--- config.mk ---
export PLATFORM = sky130hd
export DESIGN_NAME = bist_prpg_compare_misr_flat
export DESIGN_NICKNAME = d
export VERILOG_FILES = /design/src/rtl/bpcm_pkg.sv /design/src/rtl/bpcm_req_if.sv /design/src/rtl/bpcm_rsp_if.sv /design/src/rtl/bpcm_csr_if.sv /design/src/rtl/bist_prpg_compare_misr.sv /design/src/rtl/bpcm_lfsr_step.sv /design/src/rtl/bpcm_compare.sv /design/src/flat_wrapper.sv
export SDC_FILE = /design/constraint.sdc
export NUM_CORES = 1
export LEC_CHECK = 0
export BUFFER_PORTS_ARGS = -buffer_cell sky130_fd_sc_hd__buf_2
export CAP_MARGIN = 0
export CORE_ASPECT_RATIO = 0.8
export CORE_MARGIN = 2
export CORE_UTILIZATION = 55
export CTS_CLUSTER_DIAMETER = 100
export DETAILED_ROUTE_END_ITERATION = 8
export PLACE_DENSITY = 0.84
export SLEW_MARGIN = 5
export SYNTH_ARGS = -nofsm -noshare
export SYNTH_HDL_FRONTEND = slang
export SYNTH_SLANG_ARGS = --single-unit
--- constraint.sdc ---
create_clock -name clock -period 3.4 [get_ports clock]
set_input_delay 0.17 -clock clock [delete_from_list [all_inputs] [get_ports clock]]
set_output_delay 0.17 -clock clock [all_outputs]
set_load 0.01 [all_outputs]
--- src/rtl/bpcm_pkg.sv ---
package bpcm_pkg;

   localparam int unsigned SEED_WIDTH  = 8;
   localparam int unsigned TAP_WIDTH   = 8;
   localparam int unsigned COUNT_WIDTH = 16;
   localparam int unsigned FIELD_WIDTH = 8;
   localparam int unsigned CSR_DATA_WIDTH = 16;

   localparam logic [SEED_WIDTH-1:0]  PATTERN_SEED_RESET   = 8'd255;
   localparam logic [SEED_WIDTH-1:0]  SIGNATURE_SEED_RESET = 8'd0;
   localparam logic [TAP_WIDTH-1:0]   TAP_MASK_RESET       = 8'd99;
   localparam logic [COUNT_WIDTH-1:0] PATTERN_TOTAL_RESET  = 16'd11;
   localparam logic [COUNT_WIDTH-1:0] COUNT_MAX            = 16'hFFFF;

   typedef enum logic [1:0] {
      CSR_PATTERN_SEED   = 2'd0,
      CSR_SIGNATURE_SEED = 2'd1,
      CSR_TAP_MASK       = 2'd2,
      CSR_PATTERN_TOTAL  = 2'd3
   } csr_index_type;

   typedef enum logic [2:0] {
      CMP_EQUAL   = 3'b001,
      CMP_GREATER = 3'b010,
      CMP_LESS    = 3'b100
   } cmp_code_type;

endpackage

--- src/rtl/bpcm_req_if.sv ---
interface bpcm_req_if;
   logic valid;
   logic ready;
   logic restart;

   modport source (output valid, input ready, output restart);
   modport sink (input valid, output ready, input restart);
endinterface

--- src/rtl/bpcm_rsp_if.sv ---
interface bpcm_rsp_if;
   import bpcm_pkg::*;
   logic                   valid;
   logic                   ready;
   logic [FIELD_WIDTH-1:0] pattern;
   cmp_code_type           compare_code;
   logic [FIELD_WIDTH-1:0] signature;
   logic                   last_pattern;

   modport source (output valid, input ready, output pattern, output compare_code,
                   output signature, output last_pattern);
   modport sink (input valid, output ready, input pattern, input compare_code,
                 input signature, input last_pattern);
endinterface

--- src/rtl/bpcm_csr_if.sv ---
interface bpcm_csr_if;
   import bpcm_pkg::*;
   logic                      valid;
   logic                      ready;
   csr_index_type             index;
   logic [CSR_DATA_WIDTH-1:0] data;

   modport source (output valid, input ready, output index, output data);
   modport sink (input valid, output ready, input index, input data);
endinterface

--- src/rtl/bist_prpg_compare_misr.sv ---
// Channel  Dir  Fields                                            Protocol
// req_chan in   restart                                           valid/ready
// rsp_chan out  pattern, compare_code, signature, last_pattern    valid/ready
// csr_chan in   index, data                                       valid/ready, ready outside reset
//
// One word per clock: a request word is taken every cycle the result register is
// empty or being drained, and its result is registered and appears in the next cycle.
// The pattern, signature and count registers advance in the accepting cycle;
// the LFSR steps, half-compare and count logic lie between registers.
// Reset is synchronous: state returns to all-ones pattern, zero signature and count,
// and the configuration registers to their defaults. A stalled result holds.
module bist_prpg_compare_misr #(
   parameter int unsigned WIDTH = 8
) (
   input  logic              clock,
   input  logic              reset,
   bpcm_req_if.sink          req_chan,
   bpcm_rsp_if.source        rsp_chan,
   bpcm_csr_if.sink          csr_chan
);
   import bpcm_pkg::*;

   localparam int unsigned LOAD_BITS = (WIDTH < SEED_WIDTH) ? WIDTH : SEED_WIDTH;
   localparam int unsigned OUT_BITS  = (WIDTH < FIELD_WIDTH) ? WIDTH : FIELD_WIDTH;
   localparam int unsigned INJ_TOP   = (WIDTH < 8) ? WIDTH : 8;

   logic [SEED_WIDTH-1:0]  pat_seed_ff, pat_seed_in;
   logic [SEED_WIDTH-1:0]  sig_seed_ff, sig_seed_in;
   logic [TAP_WIDTH-1:0]   tap_mask_ff, tap_mask_in;
   logic [COUNT_WIDTH-1:0] total_ff, total_in;

   logic [WIDTH-1:0]       pattern_ff, pattern_in;
   logic [WIDTH-1:0]       signature_ff, signature_in;
   logic [COUNT_WIDTH-1:0] done_ff, done_in;

   logic                   rsp_valid_ff, rsp_valid_in;
   logic [FIELD_WIDTH-1:0] rsp_pattern_ff, rsp_pattern_in;
   cmp_code_type           rsp_code_ff, rsp_code_in;
   logic [FIELD_WIDTH-1:0] rsp_signature_ff, rsp_signature_in;
   logic                   rsp_last_ff, rsp_last_in;

   logic                   req_accept;
   logic [WIDTH-1:0]       pat_seed_w, sig_seed_w;
   logic [WIDTH-1:0]       cur_pattern, cur_signature;
   logic [COUNT_WIDTH-1:0] cur_done;
   cmp_code_type           cmp_code;
   logic [WIDTH-1:0]       inject;
   logic [WIDTH-1:0]       pattern_next, signature_next;
   logic [FIELD_WIDTH-1:0] seed_view;

   assign req_chan.ready = !reset && (!rsp_valid_ff || rsp_chan.ready);
   assign req_accept     = req_chan.valid && req_chan.ready;
   assign csr_chan.ready = !reset;

   always_comb begin
      pat_seed_in = pat_seed_ff;
      sig_seed_in = sig_seed_ff;
      tap_mask_in = tap_mask_ff;
      total_in    = total_ff;
      if (csr_chan.valid) begin
         unique case (csr_chan.index)
            CSR_PATTERN_SEED:   pat_seed_in = csr_chan.data[SEED_WIDTH-1:0];
            CSR_SIGNATURE_SEED: sig_seed_in = csr_chan.data[SEED_WIDTH-1:0];
            CSR_TAP_MASK:       tap_mask_in = csr_chan.data[TAP_WIDTH-1:0];
            CSR_PATTERN_TOTAL:  total_in    = csr_chan.data[COUNT_WIDTH-1:0];
            default: ;
         endcase
      end
   end

   always_comb begin
      pat_seed_w = '0;
      sig_seed_w = '0;
      seed_view  = '0;
      for (int i = 0; i < LOAD_BITS; i++) begin
         pat_seed_w[i] = pat_seed_ff[i];
         sig_seed_w[i] = sig_seed_ff[i];
         seed_view[i]  = pat_seed_ff[i];
      end
      cur_pattern   = req_chan.restart ? pat_seed_w : pattern_ff;
      cur_signature = req_chan.restart ? sig_seed_w : signature_ff;
      cur_done      = req_chan.restart ? '0 : done_ff;
   end

   bpcm_compare #(.WIDTH(WIDTH)) u_compare (
      .pattern (cur_pattern),
      .code    (cmp_code)
   );

   always_comb begin
      inject = '0;
      for (int i = 5; i < INJ_TOP; i++) begin
         inject[i] = cmp_code[7-i];
      end
   end

   bpcm_lfsr_step #(.WIDTH(WIDTH)) u_prpg_step (
      .state      (cur_pattern),
      .taps       (tap_mask_ff),
      .inject     ({WIDTH{1'b0}}),
      .next_state (pattern_next)
   );

   bpcm_lfsr_step #(.WIDTH(WIDTH)) u_misr_step (
      .state      (cur_signature),
      .taps       (tap_mask_ff),
      .inject     (inject),
      .next_state (signature_next)
   );

   always_comb begin
      pattern_in   = pattern_ff;
      signature_in = signature_ff;
      done_in      = done_ff;
      rsp_valid_in = rsp_valid_ff && !rsp_chan.ready;
      rsp_pattern_in   = rsp_pattern_ff;
      rsp_code_in      = rsp_code_ff;
      rsp_signature_in = rsp_signature_ff;
      rsp_last_in      = rsp_last_ff;
      if (req_accept) begin
         pattern_in   = pattern_next;
         signature_in = signature_next;
         done_in      = (cur_done != COUNT_MAX) ? cur_done + 1'b1 : cur_done;
         rsp_valid_in = 1'b1;
         rsp_pattern_in   = '0;
         rsp_signature_in = '0;
         for (int i = 0; i < OUT_BITS; i++) begin
            rsp_pattern_in[i]   = cur_pattern[i];
            rsp_signature_in[i] = cur_signature[i];
         end
         rsp_code_in = cmp_code;
         rsp_last_in = ({1'b0, cur_done} + 1'b1) == {1'b0, total_ff};
      end
   end

   always_ff @(posedge clock) begin
      if (reset) begin
         pat_seed_ff  <= PATTERN_SEED_RESET;
         sig_seed_ff  <= SIGNATURE_SEED_RESET;
         tap_mask_ff  <= TAP_MASK_RESET;
         total_ff     <= PATTERN_TOTAL_RESET;
         pattern_ff   <= '1;
         signature_ff <= '0;
         done_ff      <= '0;
         rsp_valid_ff <= 1'b0;
      end else begin
         pat_seed_ff  <= pat_seed_in;
         sig_seed_ff  <= sig_seed_in;
         tap_mask_ff  <= tap_mask_in;
         total_ff     <= total_in;
         pattern_ff   <= pattern_in;
         signature_ff <= signature_in;
         done_ff      <= done_in;
         rsp_valid_ff <= rsp_valid_in;
      end
   end

   always_ff @(posedge clock) begin
      rsp_pattern_ff   <= rsp_pattern_in;
      rsp_code_ff      <= rsp_code_in;
      rsp_signature_ff <= rsp_signature_in;
      rsp_last_ff      <= rsp_last_in;
   end

   assign rsp_chan.valid        = rsp_valid_ff;
   assign rsp_chan.pattern      = rsp_pattern_ff;
   assign rsp_chan.compare_code = rsp_code_ff;
   assign rsp_chan.signature    = rsp_signature_ff;
   assign rsp_chan.last_pattern = rsp_last_ff;

   a_code_onehot: assert property (@(posedge clock) disable iff (reset)
      rsp_valid_ff |-> $onehot(rsp_code_ff))
      else $error("compare code not one-hot");

   a_restart_loads_seed: assert property (@(posedge clock) disable iff (reset)
      (req_accept && req_chan.restart) |=> rsp_pattern_ff == $past(seed_view))
      else $error("restart did not load pattern seed");

   a_count_saturates: assert property (@(posedge clock) disable iff (reset)
      (done_ff == COUNT_MAX && !(req_accept && req_chan.restart)) |=> done_ff == COUNT_MAX)
      else $error("pattern count wrapped");

   a_accept_fills_output: assert property (@(posedge clock) disable iff (reset)
      req_accept |=> rsp_valid_ff)
      else $error("accepted word produced no result");

endmodule

--- src/rtl/bpcm_lfsr_step.sv ---
module bpcm_lfsr_step #(
   parameter int unsigned WIDTH = 8
) (
   input  logic [WIDTH-1:0]               state,
   input  logic [bpcm_pkg::TAP_WIDTH-1:0] taps,
   input  logic [WIDTH-1:0]               inject,
   output logic [WIDTH-1:0]               next_state
);
   import bpcm_pkg::*;

   localparam int unsigned TAP_ROWS = (WIDTH < TAP_WIDTH) ? WIDTH : TAP_WIDTH;

   logic [WIDTH-1:0] fb;

   always_comb begin
      fb = '0;
      for (int j = 0; j < TAP_ROWS; j++) begin
         fb[WIDTH-1-j] = taps[j] & state[0];
      end
      next_state = (state >> 1) ^ fb ^ inject;
   end
endmodule

--- src/rtl/bpcm_compare.sv ---
module bpcm_compare #(
   parameter int unsigned WIDTH = 8
) (
   input  logic [WIDTH-1:0]     pattern,
   output bpcm_pkg::cmp_code_type code
);
   import bpcm_pkg::*;

   localparam int unsigned LO_W = WIDTH / 2;
   localparam int unsigned UP_W = WIDTH - LO_W;

   logic [WIDTH-1:0] rev;
   logic [UP_W-1:0]  upper;
   logic [UP_W-1:0]  lower;

   always_comb begin
      for (int i = 0; i < WIDTH; i++) begin
         rev[WIDTH-1-i] = pattern[i];
      end
      upper = rev[WIDTH-1:LO_W];
      lower = UP_W'(rev[LO_W-1:0]);
      if (upper > lower) begin
         code = CMP_GREATER;
      end else if (upper < lower) begin
         code = CMP_LESS;
      end else begin
         code = CMP_EQUAL;
      end
   end
endmodule
--- src/flat_wrapper.sv ---
// flat-port wrapper written by rule: the top's interface ports become plain ports
module bist_prpg_compare_misr_flat import bpcm_pkg::*;
#(
   parameter int unsigned WIDTH = 8
)
  (clock, reset, req_chan_valid, req_chan_ready, req_chan_restart, rsp_chan_valid, rsp_chan_ready, rsp_chan_pattern, rsp_chan_compare_code, rsp_chan_signature, rsp_chan_last_pattern, csr_chan_valid, csr_chan_ready, csr_chan_index, csr_chan_data);
  bpcm_req_if req_chan_i ();
  bpcm_rsp_if rsp_chan_i ();
  bpcm_csr_if csr_chan_i ();
  input  logic clock;
  input  logic reset;
  input wire logic [$bits(req_chan_i.valid)-1:0] req_chan_valid;
  output wire logic [$bits(req_chan_i.ready)-1:0] req_chan_ready;
  input wire logic [$bits(req_chan_i.restart)-1:0] req_chan_restart;
  output wire logic [$bits(rsp_chan_i.valid)-1:0] rsp_chan_valid;
  input wire logic [$bits(rsp_chan_i.ready)-1:0] rsp_chan_ready;
  output wire logic [$bits(rsp_chan_i.pattern)-1:0] rsp_chan_pattern;
  output wire logic [$bits(rsp_chan_i.compare_code)-1:0] rsp_chan_compare_code;
  output wire logic [$bits(rsp_chan_i.signature)-1:0] rsp_chan_signature;
  output wire logic [$bits(rsp_chan_i.last_pattern)-1:0] rsp_chan_last_pattern;
  input wire logic [$bits(csr_chan_i.valid)-1:0] csr_chan_valid;
  output wire logic [$bits(csr_chan_i.ready)-1:0] csr_chan_ready;
  input wire logic [$bits(csr_chan_i.index)-1:0] csr_chan_index;
  input wire logic [$bits(csr_chan_i.data)-1:0] csr_chan_data;
  assign req_chan_i.valid = req_chan_valid;
  assign req_chan_ready = req_chan_i.ready;
  assign req_chan_i.restart = req_chan_restart;
  assign rsp_chan_valid = rsp_chan_i.valid;
  assign rsp_chan_i.ready = rsp_chan_ready;
  assign rsp_chan_pattern = rsp_chan_i.pattern;
  assign rsp_chan_compare_code = rsp_chan_i.compare_code;
  assign rsp_chan_signature = rsp_chan_i.signature;
  assign rsp_chan_last_pattern = rsp_chan_i.last_pattern;
  assign csr_chan_i.valid = csr_chan_valid;
  assign csr_chan_ready = csr_chan_i.ready;
  assign csr_chan_i.index = csr_chan_index;
  assign csr_chan_i.data = csr_chan_data;
  bist_prpg_compare_misr #(.WIDTH(WIDTH)) u_core (.clock(clock), .reset(reset), .req_chan(req_chan_i), .rsp_chan(rsp_chan_i), .csr_chan(csr_chan_i));
endmodule
Word-level counts from Yosys, hierarchy flattened
Cells that the tools add are included.
- flip-flop bits (word level): 93
- bits of input ports: 24
- output and inout port bits: 23
- logic and storage cells: 59
- $add $sub $neg: 2
- order comparisons: 2
- eq/ne operators: 5
- muxes and demuxes: 7
- bitwise gates (word level): 19
- reductions and logical operators: 12
- operator list (operator ; number):
    16-bit 2-to-1 mux ; 2
    16-bit by 1-bit adder with 17-bit output (second input constant) ; 1
    17-bit by 16-bit equality test with 1-bit output ; 1
    16-bit by 1-bit adder with 16-bit output (second input constant) ; 1
    1-bit AND ; 16
    8-bit 2-to-1 mux ; 2
    16-bit != test (second input constant) ; 1
    7-bit by 8-bit XOR with 8-bit output ; 2
    2-bit AND reduction ; 4
    8-bit XOR ; 1
    3-bit 2-to-1 mux ; 2
    2-bit equality test (second input constant) ; 2
    4-bit > comparator ; 1
    4-bit < comparator ; 1
    1-bit logical AND ; 3
    1-bit zero test ; 3
    2-bit by 1-bit equality test with 1-bit output (second input constant) ; 1
    2-bit zero test ; 1
    1-bit logical OR ; 1
    1-bit 2-to-1 mux ; 1

Logic depth before layout (Yosys ltp)
Gate-level depths: netlist of run 1.
- word-level depth: 5
- gate-level depth with buffers: 11
- depth with buffers taken out: 8

Hierarchy
Synthesis of run 1 repeated with hierarchy kept, for this count alone.
- cells, all modules: 547
- area total of the unflattened synthesis: 4780.8 sq um
- by module, submodules not included (module ; times used ; cells each ; area an instance (sq um) ; sequential area each (sq um)):
    bist_prpg_compare_misr ; 1 ; 481 ; 4296.6 ; 2062.0
    bpcm_lfsr_step ; 2 ; 24 ; 182.7 ; 0.0
    bpcm_compare ; 1 ; 18 ; 118.9 ; 0.0

Worst setup path after synthesis of run 1
Ideal clock, no wire load.
- path type: input port to flip-flop
- from: input port req_chan_restart
- to: register u_core.signature_ff[5]
- setup time: 0.128 ns
- data arrival time: 2.391 ns
- data required time: 3.272 ns
- setup slack: 0.881 ns
- stages on the path: 11
- buffers on the path: 3
- path through: buf_2 -> buf_2 -> buf_1 -> mux2i_1 -> ha_1 -> nor2b_1 -> o21a_1 -> o21a_1 -> nor2_1 -> xor2_1 -> o21ai_1
- cells in the longest elaborated chain, start to end: 5
- elaborated cells between the ends (all ways): 9
- those cells by class: order compare (2); mux (4); bitwise (3)
- ends and longest elaborated chain (item ; RTL line ; text):
    start, declared ; flat_wrapper.sv:14 ; input wire logic [$bits(req_chan_i.restart)-1:0] req_chan_restart;
    8-bit 2-to-1 mux * ; bist_prpg_compare_misr.sv:80 ; cur_pattern = req_chan.restart ? pat_seed_w : pattern_ff;
    4-bit < comparator ; bpcm_compare.sv:24 ; end else if (upper < lower) begin
    3-bit 2-to-1 mux ; bpcm_compare.sv:24 ;
    3-bit 2-to-1 mux * ; bpcm_compare.sv:22 ; if (upper > lower) begin
    net u_core.cmp_code[2] ; bist_prpg_compare_misr.sv:46 ; cmp_code_type cmp_code;
    8-bit XOR * ; bpcm_lfsr_step.sv:20 ; next_state = (state >> 1) ^ fb ^ inject;
    end signal, assigned ; bist_prpg_compare_misr.sv:152 ; signature_ff <= signature_in;
    end, declared ; bist_prpg_compare_misr.sv:33 ; logic [WIDTH-1:0] signature_ff, signature_in;
Mark *: on every way through the listed nets, which the timed path passes. The rest lies on a longest branch.
A chain may end at the register's enable or synchronous reset.

Final worst setup path of run 1
- from: register u_core.done_ff[0]
- to: register u_core.rsp_last_ff (netlist: u_core.rsp_chan.last_pattern), data pin
- cells in the longest elaborated chain, start to end: 3
- ends and longest elaborated chain (item ; RTL line ; text):
    start, declared ; bist_prpg_compare_misr.sv:34 ; logic [COUNT_WIDTH-1:0] done_ff, done_in;
    start signal, assigned ; bist_prpg_compare_misr.sv:153 ; done_ff <= done_in;
    16-bit 2-to-1 mux ; bist_prpg_compare_misr.sv:82 ; cur_done = req_chan.restart ? '0 : done_ff;
    16-bit by 1-bit adder with 17-bit output ; bist_prpg_compare_misr.sv:132 ; rsp_last_in = ({1'b0, cur_done} + 1'b1) == {1'b0, total_ff};
    17-bit by 16-bit equality test with 1-bit output ; bist_prpg_compare_misr.sv:132 ;
    end signal, assigned ; bist_prpg_compare_misr.sv:162 ; rsp_last_ff <= rsp_last_in;
    end, declared ; bist_prpg_compare_misr.sv:40 ; logic rsp_last_ff, rsp_last_in;
No other way between the ends.

==> results_dict.tcl, run 1 <==
set metrics [dict create \
    coreArea_um2 8020 \
    grt_max_degree 45 \
    slew-limit-headroom_pct 46.6 \
    gp_congestion 0.909 \
    regToRegSetupSlack_ps 870 \
    synthCells 521 \
    post-route-period-util_pct 74.4 \
    clock.fmax_mhz 396 \
    overflow 0 \
    cts_tree "yes" \
    hp-start "req_chan_valid" \
    ys_ff_latch 93 \
    status "finished, final reports clean" \
    root_buffer "clkbuf_8" \
    ioPinCount 47 \
    cts_sinks 93 \
    drv_slew 0 \
    clk_latency_ps 370 \
    wl_per_cell_um 17.0 \
    die-area_um2 9070 \
    startpoint_type "flip-flop" \
    cp_cell_sequence "nand4_2, nor3_2, nand3_1, nor2_2, a2111o_1, nor4b_2" \
    start_util_pct 57.1 \
    powerDensity_nw_per_um2 444 \
    path_clk_slew_ps 100 \
    drv_cap 0 \
    antenna_found_initial 0 \
    drtPass1Iterations 5 \
    grt_pass1_wl_um 18200 \
    route.detailed.drc 0 \
    layout_common_cells "nand2_1 (77), dfxtp_1 (73), a21oi_1 (47)" \
    placedCellCount 648 \
    synth.distinct_cells 58 \
    final_nets 579 \
    cp.required_ps 3520 \
    port_buffers 46 \
    cp_top_family "simple AND/OR/NAND/NOR gates" \
    worst_slew_pin_slew_ps 799 \
    hold_depth 3 \
    min_path_type "in2reg" \
    worstSetupEndpointType "flip-flop" \
    rsz0062_at_grt "no" \
    synth.net_count 549 \
    drt-initial-drc-count 410 \
    finalHoldViolCount 0 \
    path_max_fanout 15 \
    setup_viol_count_final 0 \
    detailed_place_hpwl_um 7680 \
    clockBufferDepth 2 \
    crit_type "reg2reg" \
    setup-tns-final_ps 0 \
    p_leak_nw 1.91 \
    area_growth_pct 10.3 \
    vias_per_cell 6.12 \
    worstRegToRegCells 6 \
    final_layout_size_suffix_gt1_share_pct 16.7 \
    layout_commonest_cell "nand2_1" \
    worstHoldEndpoint "u_core.rsp_chan.valid$_SDFF_PP0_" \
    vias 4063 \
    ant_nets 0 \
    slowest_delay_ps 600 \
    die_h_um 85.6 \
    peakVddDrop_v 0.000291 \
    crit_arrival_ps 2650 \
    dpl_cell_area_um2 4840 \
    hold_buffers 0 \
    r2r_end "u_core.rsp_chan.last_pattern$_DFFE_PP_" \
    diodes 0 \
    timing.rr.start "u_core.done_ff[0]$_SDFFE_PP0P_" \
    path_buf_inv 0 \
    syn_area_per_cell_um2 8.79 \
    ctsResizeCount 0 \
    rows 29 \
    die-width_um 106 \
    syn_area_um2 4580 \
    dominantRegCellSynth "dfxtp_1" \
    grt_usage_pct 25.4 \
    synth-async-reset-ratio_pct 0 \
    skew_ps 13.4 \
    period_minus_slack_ps 2530 \
    fin_area_um2 5050 \
    final_cells 664 \
    grt_pass1_vias 3651 \
    htree_levels 3 \
    ys_seq_area_share_pct 45.0 \
    cts_buffers 9 \
    synth_edf_count 20 \
    drt-total-wl_um 11300 \
    yosysWarnings 0 \
    cts_setup_buffers 0 \
    critPathSlowestCell "dfxtp_1" \
]
-- final cells by class --
class / count / area [µm²]
sequential: 93 / 2060
timing repair buffer: 52 / 275
multi-input combinational: 384 / 2320
inverter: 11 / 41.3
tap: 108 / 135
clock inverter: 6 / 62.6
fill: 690 / 2970
clock buffer: 10 / 149
-- tightest hold or removal path: cells and delay by family --
| kind | cells | cell delay, ps |
|---|---|---|
| and+or+nand+nor | 2 | 100 |
| buffers and inverters | 1 | 90 |
-- sequential cells by signal, summed over array words and instances, names as in the netlist, 8 cells and up --
register,flops
u_core.done_ff,16
u_core.total_ff,16
u_core.pat_seed_ff,8
u_core.pattern_ff,8
u_core.rsp_chan.pattern,8
u_core.rsp_chan.signature,8
u_core.sig_seed_ff,8
u_core.signature_ff,8
u_core.tap_mask_ff,8
-- metrics by stage --
| step | hold slack [ps] | setup slack [ps] | utilization [%] | power [mW] |
|---|---|---|---|---|
| after global placement | 411 | 944 | 60.3 | 1.48 |
| after global routing | 26.6 | 727 | 63.0 | 2.32 |
| after CTS | 22.1 | 905 | 63.0 | 2.24 |
| after detailed placement | 411 | 912 | 60.3 | 1.50 |
| after floorplan | 291 | 881 | - | 1.41 |
| final | 21.1 | 872 | 63.0 | 2.24 |
-- Yosys cell counts (9+ instances only) --
master	instances	share of area [%]
inv_1	9	0.74
o21ai_1	18	2.0
dfxtp_1	73	32
and3_1	10	1.4
nor2_1	37	3.0
clkbuf_1	18	1.5
nand3_1	21	2.3
nor3_1	17	1.9
edfxtp_1	20	13
mux2_2	12	3.0
xnor2_1	16	3.1
nand2_1	77	6.3
o21ai_0	18	2.0
a21oi_1	47	5.1
mux2i_1	21	4.6
-- metal layers --
layer | up-vias | part of all wire, % | GRT usage [%]
li1 | 1908 | - | -
met1 | 1923 | 44 | 35.2
met2 | 212 | 44 | 39.0
met3 | 20 | 10 | 7.07
met4 | 0 | 1.4 | 7.42
met5 | - | 0 | 0
-- cells by family after synthesis --
kind of cell | count (synthesis) | share of synthesized area (%)
AND/OR/NAND/NOR | 204 | 22.1
AO/OA/AOI/OAI | 119 | 15.4
flip-flops | 93 | 45.0
buffers and inverters | 44 | 4.21
multiplexers | 33 | 7.54
XOR/XNOR | 24 | 4.59
adder cells (fa/ha/maj) | 4 | 1.09
-- worst max path at each step --
stage	startpoint	to	depth (start not counted)
2_1_floorplan	req_chan_restart	u_core.signature_ff[5]$_SDFFE_PP0P_	11
3_3_place_gp	req_chan_restart	u_core.rsp_chan.last_pattern$_DFFE_PP_	8
3_5_place_dp	req_chan_restart	u_core.rsp_chan.last_pattern$_DFFE_PP_	8
5_1_grt	u_core.done_ff[0]$_SDFFE_PP0P_	u_core.rsp_chan.last_pattern$_DFFE_PP_	6
6_report	u_core.done_ff[0]$_SDFFE_PP0P_	u_core.rsp_chan.last_pattern$_DFFE_PP_	6
4_1_cts	u_core.done_ff[0]$_SDFFE_PP0P_	u_core.rsp_chan.last_pattern$_DFFE_PP_	6
-- where the power goes --
group,switching [mW],internal (mW),leakage [nW]
registers,0.0324,1.18,0.771
clock network,0.437,0.328,0.107
logic,0.159,0.107,1.03
total,0.628,1.61,1.91
Note: power is estimated with default switching activity, not from simulation.
==> run 2, diff against run 1 <==
==> constraint.sdc (replaced) <==
create_clock -name clock -period 2.4 [get_ports clock]
set_input_delay 0.12 -clock clock [delete_from_list [all_inputs] [get_ports clock]]
set_output_delay 0.12 -clock clock [all_outputs]
set_load 0.01 [all_outputs]
==> results_dict.tcl, run 2 (synthesis results as in run 1) <==
set metrics [dict create \
    cp_cell_sequence "and4_1, nand3_4, nor3_4, nor2_1, a2111o_1, nor4b_2" \
    skew_ps 12.6 \
    die-width_um 106 \
    whs_ps 31.8 \
    start_util_pct 57.1 \
    fin_util_pct 64.5 \
    slew-limit-headroom_pct 46.2 \
    period_minus_slack_ps 2260 \
    overflow 0 \
    grt_usage_pct 26.0 \
    root_buffer "clkbuf_8" \
    clockBufferDepth 2 \
    cp.required_ps 2600 \
    largestRegisters "u_core.done_ff x16, u_core.total_ff x16" \
    status "finished, final reports clean" \
    grt_pass1_wl_um 18700 \
    grt_pass1_vias 3661 \
    drv_cap 0 \
    drv_slew 0 \
    grt_max_degree 38 \
    antenna_found_initial 0 \
    multi_input_area_um2 2320 \
    drt-initial-drc-count 465 \
    cts_setup_buffers 0 \
    seqCellArea_um2 2060 \
    post-route-period-util_pct 94.2 \
    place_ws_ps 144 \
    clk_latency_ps 370 \
    cts_buffers 9 \
    finalHoldViolCount 0 \
    setup-tns-final_ps 0 \
    htree_levels 3 \
    peakVddDrop_v 0.000392 \
    final_cells 681 \
    fin_ws_ps 140 \
    ioPinCount 47 \
    crit_type "reg2reg" \
    placedCellCount 656 \
    min_path_type "in2reg" \
    path_clk_slew_ps 100 \
    detailed_place_hpwl_um 7800 \
    rows 29 \
    gp_congestion 0.920 \
    route.detailed.drc 0 \
    drtPass1Iterations 5 \
    worstSetupEndpointType "flip-flop" \
    worst_slew_pin_slew_ps 805 \
    crit_arrival_ps 2460 \
    die-area_um2 9070 \
    diodes 0 \
    port_buffers 46 \
    fin_area_um2 5170 \
    layout_common_cells "nand2_1 (77), dfxtp_1 (71), a21oi_1 (47)" \
    area_growth_pct 13.0 \
    setup_viol_count_final 0 \
    cts_sinks 93 \
    die_h_um 85.6 \
    ant_nets 0 \
    total_power_mw 3.11 \
    fillerInstances 632 \
    startpoint_type "flip-flop" \
    p_leak_nw 1.97 \
    powerDensity_nw_per_um2 602 \
    critPathSlowestCell "dfxtp_1" \
    coreArea_um2 8020 \
    path_max_fanout 10 \
    clock.fmax_mhz 443 \
    vias_per_cell 6.05 \
    final_nets 596 \
    cts_tree "yes" \
    drt-total-wl_um 11400 \
    rsz0062_at_grt "no" \
    slowest_delay_ps 570 \
    layout_commonest_cell "nand2_1" \
    final_layout_size_suffix_gt1_share_pct 17.8 \
    dpl_cell_area_um2 4900 \
    vias 4119 \
    wl_per_cell_um 16.7 \
]
run 2: final cells by class:
cell class                      instances  share of cell area (%)
Multi-Input combinational cell        384                    44.9
Inverter                               11                   0.798
Sequential cell                        93                    39.9
Clock buffer                           10                    2.47
Clock inverter                          6                    1.06
Timing Repair Buffer                   69                    8.22
Tap cell                              108                    2.61
run 2: power breakdown:
part	internal (mW)	total, mW	switching (mW)
Combinational	0.164	0.394	0.230
Clock	0.397	1.00	0.604
Sequential	1.67	1.72	0.0460
run 2: path summary, 6_finish.rpt:
| kind | to | cells after the start | from | slack, ps |
|---|---|---|---|---|
| min reg2reg | u_core.total_ff[4]$_SDFFE_PP0P_ | 2 | u_core.total_ff[4]$_SDFFE_PP0P_ | 470 |
| min | u_core.tap_mask_ff[7]$_SDFFE_PP0P_ | 3 | csr_chan_data[7] | 30 |
| max reg2reg | u_core.rsp_chan.last_pattern$_DFFE_PP_ | 6 | u_core.done_ff[7]$_SDFFE_PP0P_ | 140 |
| max | u_core.rsp_chan.last_pattern$_DFFE_PP_ | 6 | u_core.done_ff[7]$_SDFFE_PP0P_ | 140 |
run 2: timing repair:
action | in CTS | in global routing
endpoints found under the hold margin | 9 | 0
hold buffers | 9 | 0
endpoints found under the setup margin | 0 | 1
gates resized for setup | 0 | 2
run 2: layer usage:
layer	vias to the layer above	GRT usage [%]	part of all wire [%]
met3	15	6.61	8.9
met4	0	9.09	1.4
met1	1971	37.9	46
met5	-	0	0
li1	1946	-	-
met2	187	37.6	43
run 2: critical path, delay by kind of cell, from the launching register on:
kind | cells | cell delay [ps]
compound gates | 1 | 400
simple gates | 5 | 1120
flops | 1 | 570
==> run 3, diff against run 2 <==
--- a/config.mk
+++ b/config.mk
@@ -7,7 +7,6 @@
 export LEC_CHECK = 0
 export BUFFER_PORTS_ARGS = -buffer_cell sky130_fd_sc_hd__buf_2
 export CAP_MARGIN = 0
-export CORE_ASPECT_RATIO = 0.8
 export CORE_MARGIN = 2
 export CORE_UTILIZATION = 55
 export CTS_CLUSTER_DIAMETER = 100
==> results_dict.tcl, run 3 (synthesis results as in run 1) <==
set metrics [dict create \
    clock.fmax_mhz 463 \
    vias_per_cell 6.07 \
    worstSetupEndpointType "flip-flop" \
    htree_levels 3 \
    grt_pass1_vias 3980 \
    power_frac_clock_pct 34.5 \
    dpl_cell_area_um2 4950 \
    die-width_um 95.2 \
    final_nets 603 \
    final_cells 685 \
    fin_area_um2 5250 \
    cts_tree "yes" \
    setup_viol_count_final 0 \
    worst_slew_pin_slew_ps 885 \
    cts_buffers 9 \
    p_switching_uw 888 \
    slew-limit-headroom_pct 40.8 \
    drt-total-wl_um 11500 \
    wl_per_cell_um 16.8 \
    overflow 0 \
    total_power_mw 3.23 \
    rows 33 \
    cp.required_ps 2600 \
    grt_pass1_wl_um 19100 \
    drv_slew 0 \
    ioPinCount 47 \
    path_max_fanout 10 \
    rsz0062_at_grt "no" \
    area_growth_pct 14.7 \
    min_path_type "in2reg" \
    grt_max_degree 39 \
    grt_usage_pct 26.8 \
    detailed_place_hpwl_um 7990 \
    layout_common_cells "nand2_1 (77), dfxtp_1 (72), a21oi_1 (47)" \
    fillerInstances 614 \
    placedCellCount 660 \
    status "finished, final reports clean" \
    clockBufferDepth 2 \
    crit_type "reg2reg" \
    start_util_pct 56.3 \
    internal_power_mw 2.34 \
    peakVddDrop_v 0.000438 \
    route.detailed.drc 0 \
    period_minus_slack_ps 2160 \
    port_buffers 46 \
    post-route-period-util_pct 90.0 \
    coreArea_um2 8130 \
    die-area_um2 9070 \
    final_layout_size_suffix_gt1_share_pct 18.8 \
    vias 4157 \
    diodes 0 \
    layout_commonest_cell "nand2_1" \
    switching_share_pct 27.5 \
    p_leak_nw 2.03 \
    cts_sinks 93 \
    root_buffer "clkbuf_8" \
    gp_congestion 0.867 \
    die_h_um 95.2 \
    crit_arrival_ps 2360 \
    power_frac_comb_pct 12.3 \
    startpoint_type "flip-flop" \
    power_frac_seq_pct 53.2 \
    path_clk_slew_ps 100 \
    powerDensity_nw_per_um2 615 \
    finalHoldViolCount 0 \
    largestRegisters "u_core.done_ff x16, u_core.total_ff x16" \
    drtPass1Iterations 6 \
    skew_ps 11.0 \
    ant_nets 0 \
    antenna_found_initial 0 \
    drt-initial-drc-count 262 \
    setup-tns-final_ps 0 \
    clk_latency_ps 360 \
    drv_cap 0 \
]
-- run 3: changes by cell type in the layout (fill, tap and decap cells not counted), sizes merged --
| cell | delta |
|---|---|
| buf | +7 |
| clkinv | +2 |
| clkbuf | -1 |
| clkinvlp | -2 |
| bufinv | +1 |
-- run 3: per-stage QoR --
step,hold WS [ps],setup WS [ps],util (%)
finish,45.2,240,64.6
detailed placement,362,195,60.8
global placement,349,283,60.8
floorplan,241,93.9,-
CTS,36.2,154,64.5
global route,51.9,35.9,64.6
-- run 3: power by group through the flow --
stage / registers (mW) / clock network, mW / logic [mW]
after floorplan: 1.75 / 0 / 0.259
after global placement: 1.75 / 0 / 0.369
after detailed placement: 1.75 / 0 / 0.382
after CTS: 1.72 / 1.13 / 0.395
after global routing: 1.72 / 1.19 / 0.439
final: 1.72 / 1.12 / 0.397
-- run 3: repair_timing --
item / CTS / global route
hold buffers: 9 / 0
setup buffers: 0 / 0
gates resized for setup: 0 / 1
hold endpoints to repair: 9 / 0
setup endpoints to repair: 0 / 1
-- run 3: per-layer routing --
layer	part of all wire (%)	track usage, %	vias to the layer above	wire (µm)
li1	-	-	1960	-
met1	42	34.8	2008	4810
met2	49	44.2	157	5620
met3	6.0	4.19	32	691
met4	3.1	11.6	0	361
met5	0	0	-	0
-- run 3: worst paths after layout --
path | start | slack (ps) | cells past startpoint | to
setup / recovery | u_core.done_ff[0]$_SDFFE_PP0P_ | 240 | 6 | u_core.rsp_chan.last_pattern$_DFFE_PP_
hold reg to reg | u_core.signature_ff[3]$_SDFFE_PP0P_ | 480 | 2 | u_core.signature_ff[3]$_SDFFE_PP0P_
setup reg to reg | u_core.done_ff[0]$_SDFFE_PP0P_ | 240 | 6 | u_core.rsp_chan.last_pattern$_DFFE_PP_
hold / removal | csr_chan_data[3] | 50 | 3 | u_core.total_ff[3]$_SDFFE_PP1P_
-- run 3: final cells by class --
class                   count  area [µm²]  share of cell area, %
clock buffers               9         124                   2.36
clock inverters             7        90.1                   1.72
inverters                  11        41.3                  0.786
multi-input cells         384        2320                   44.2
flip-flops and latches     93        2060                   39.3
well taps                 105         131                   2.50
repair buffers             76         478                   9.10
-- run 3: worst max-delay path, stage by stage, from the launching register on --
cell	delay [ps]
dfxtp_1	500
and4_4	390
mux2i_1	250
xnor2_1	110
a2111oi_2	360
nand4_1	150
nor4b_2	250
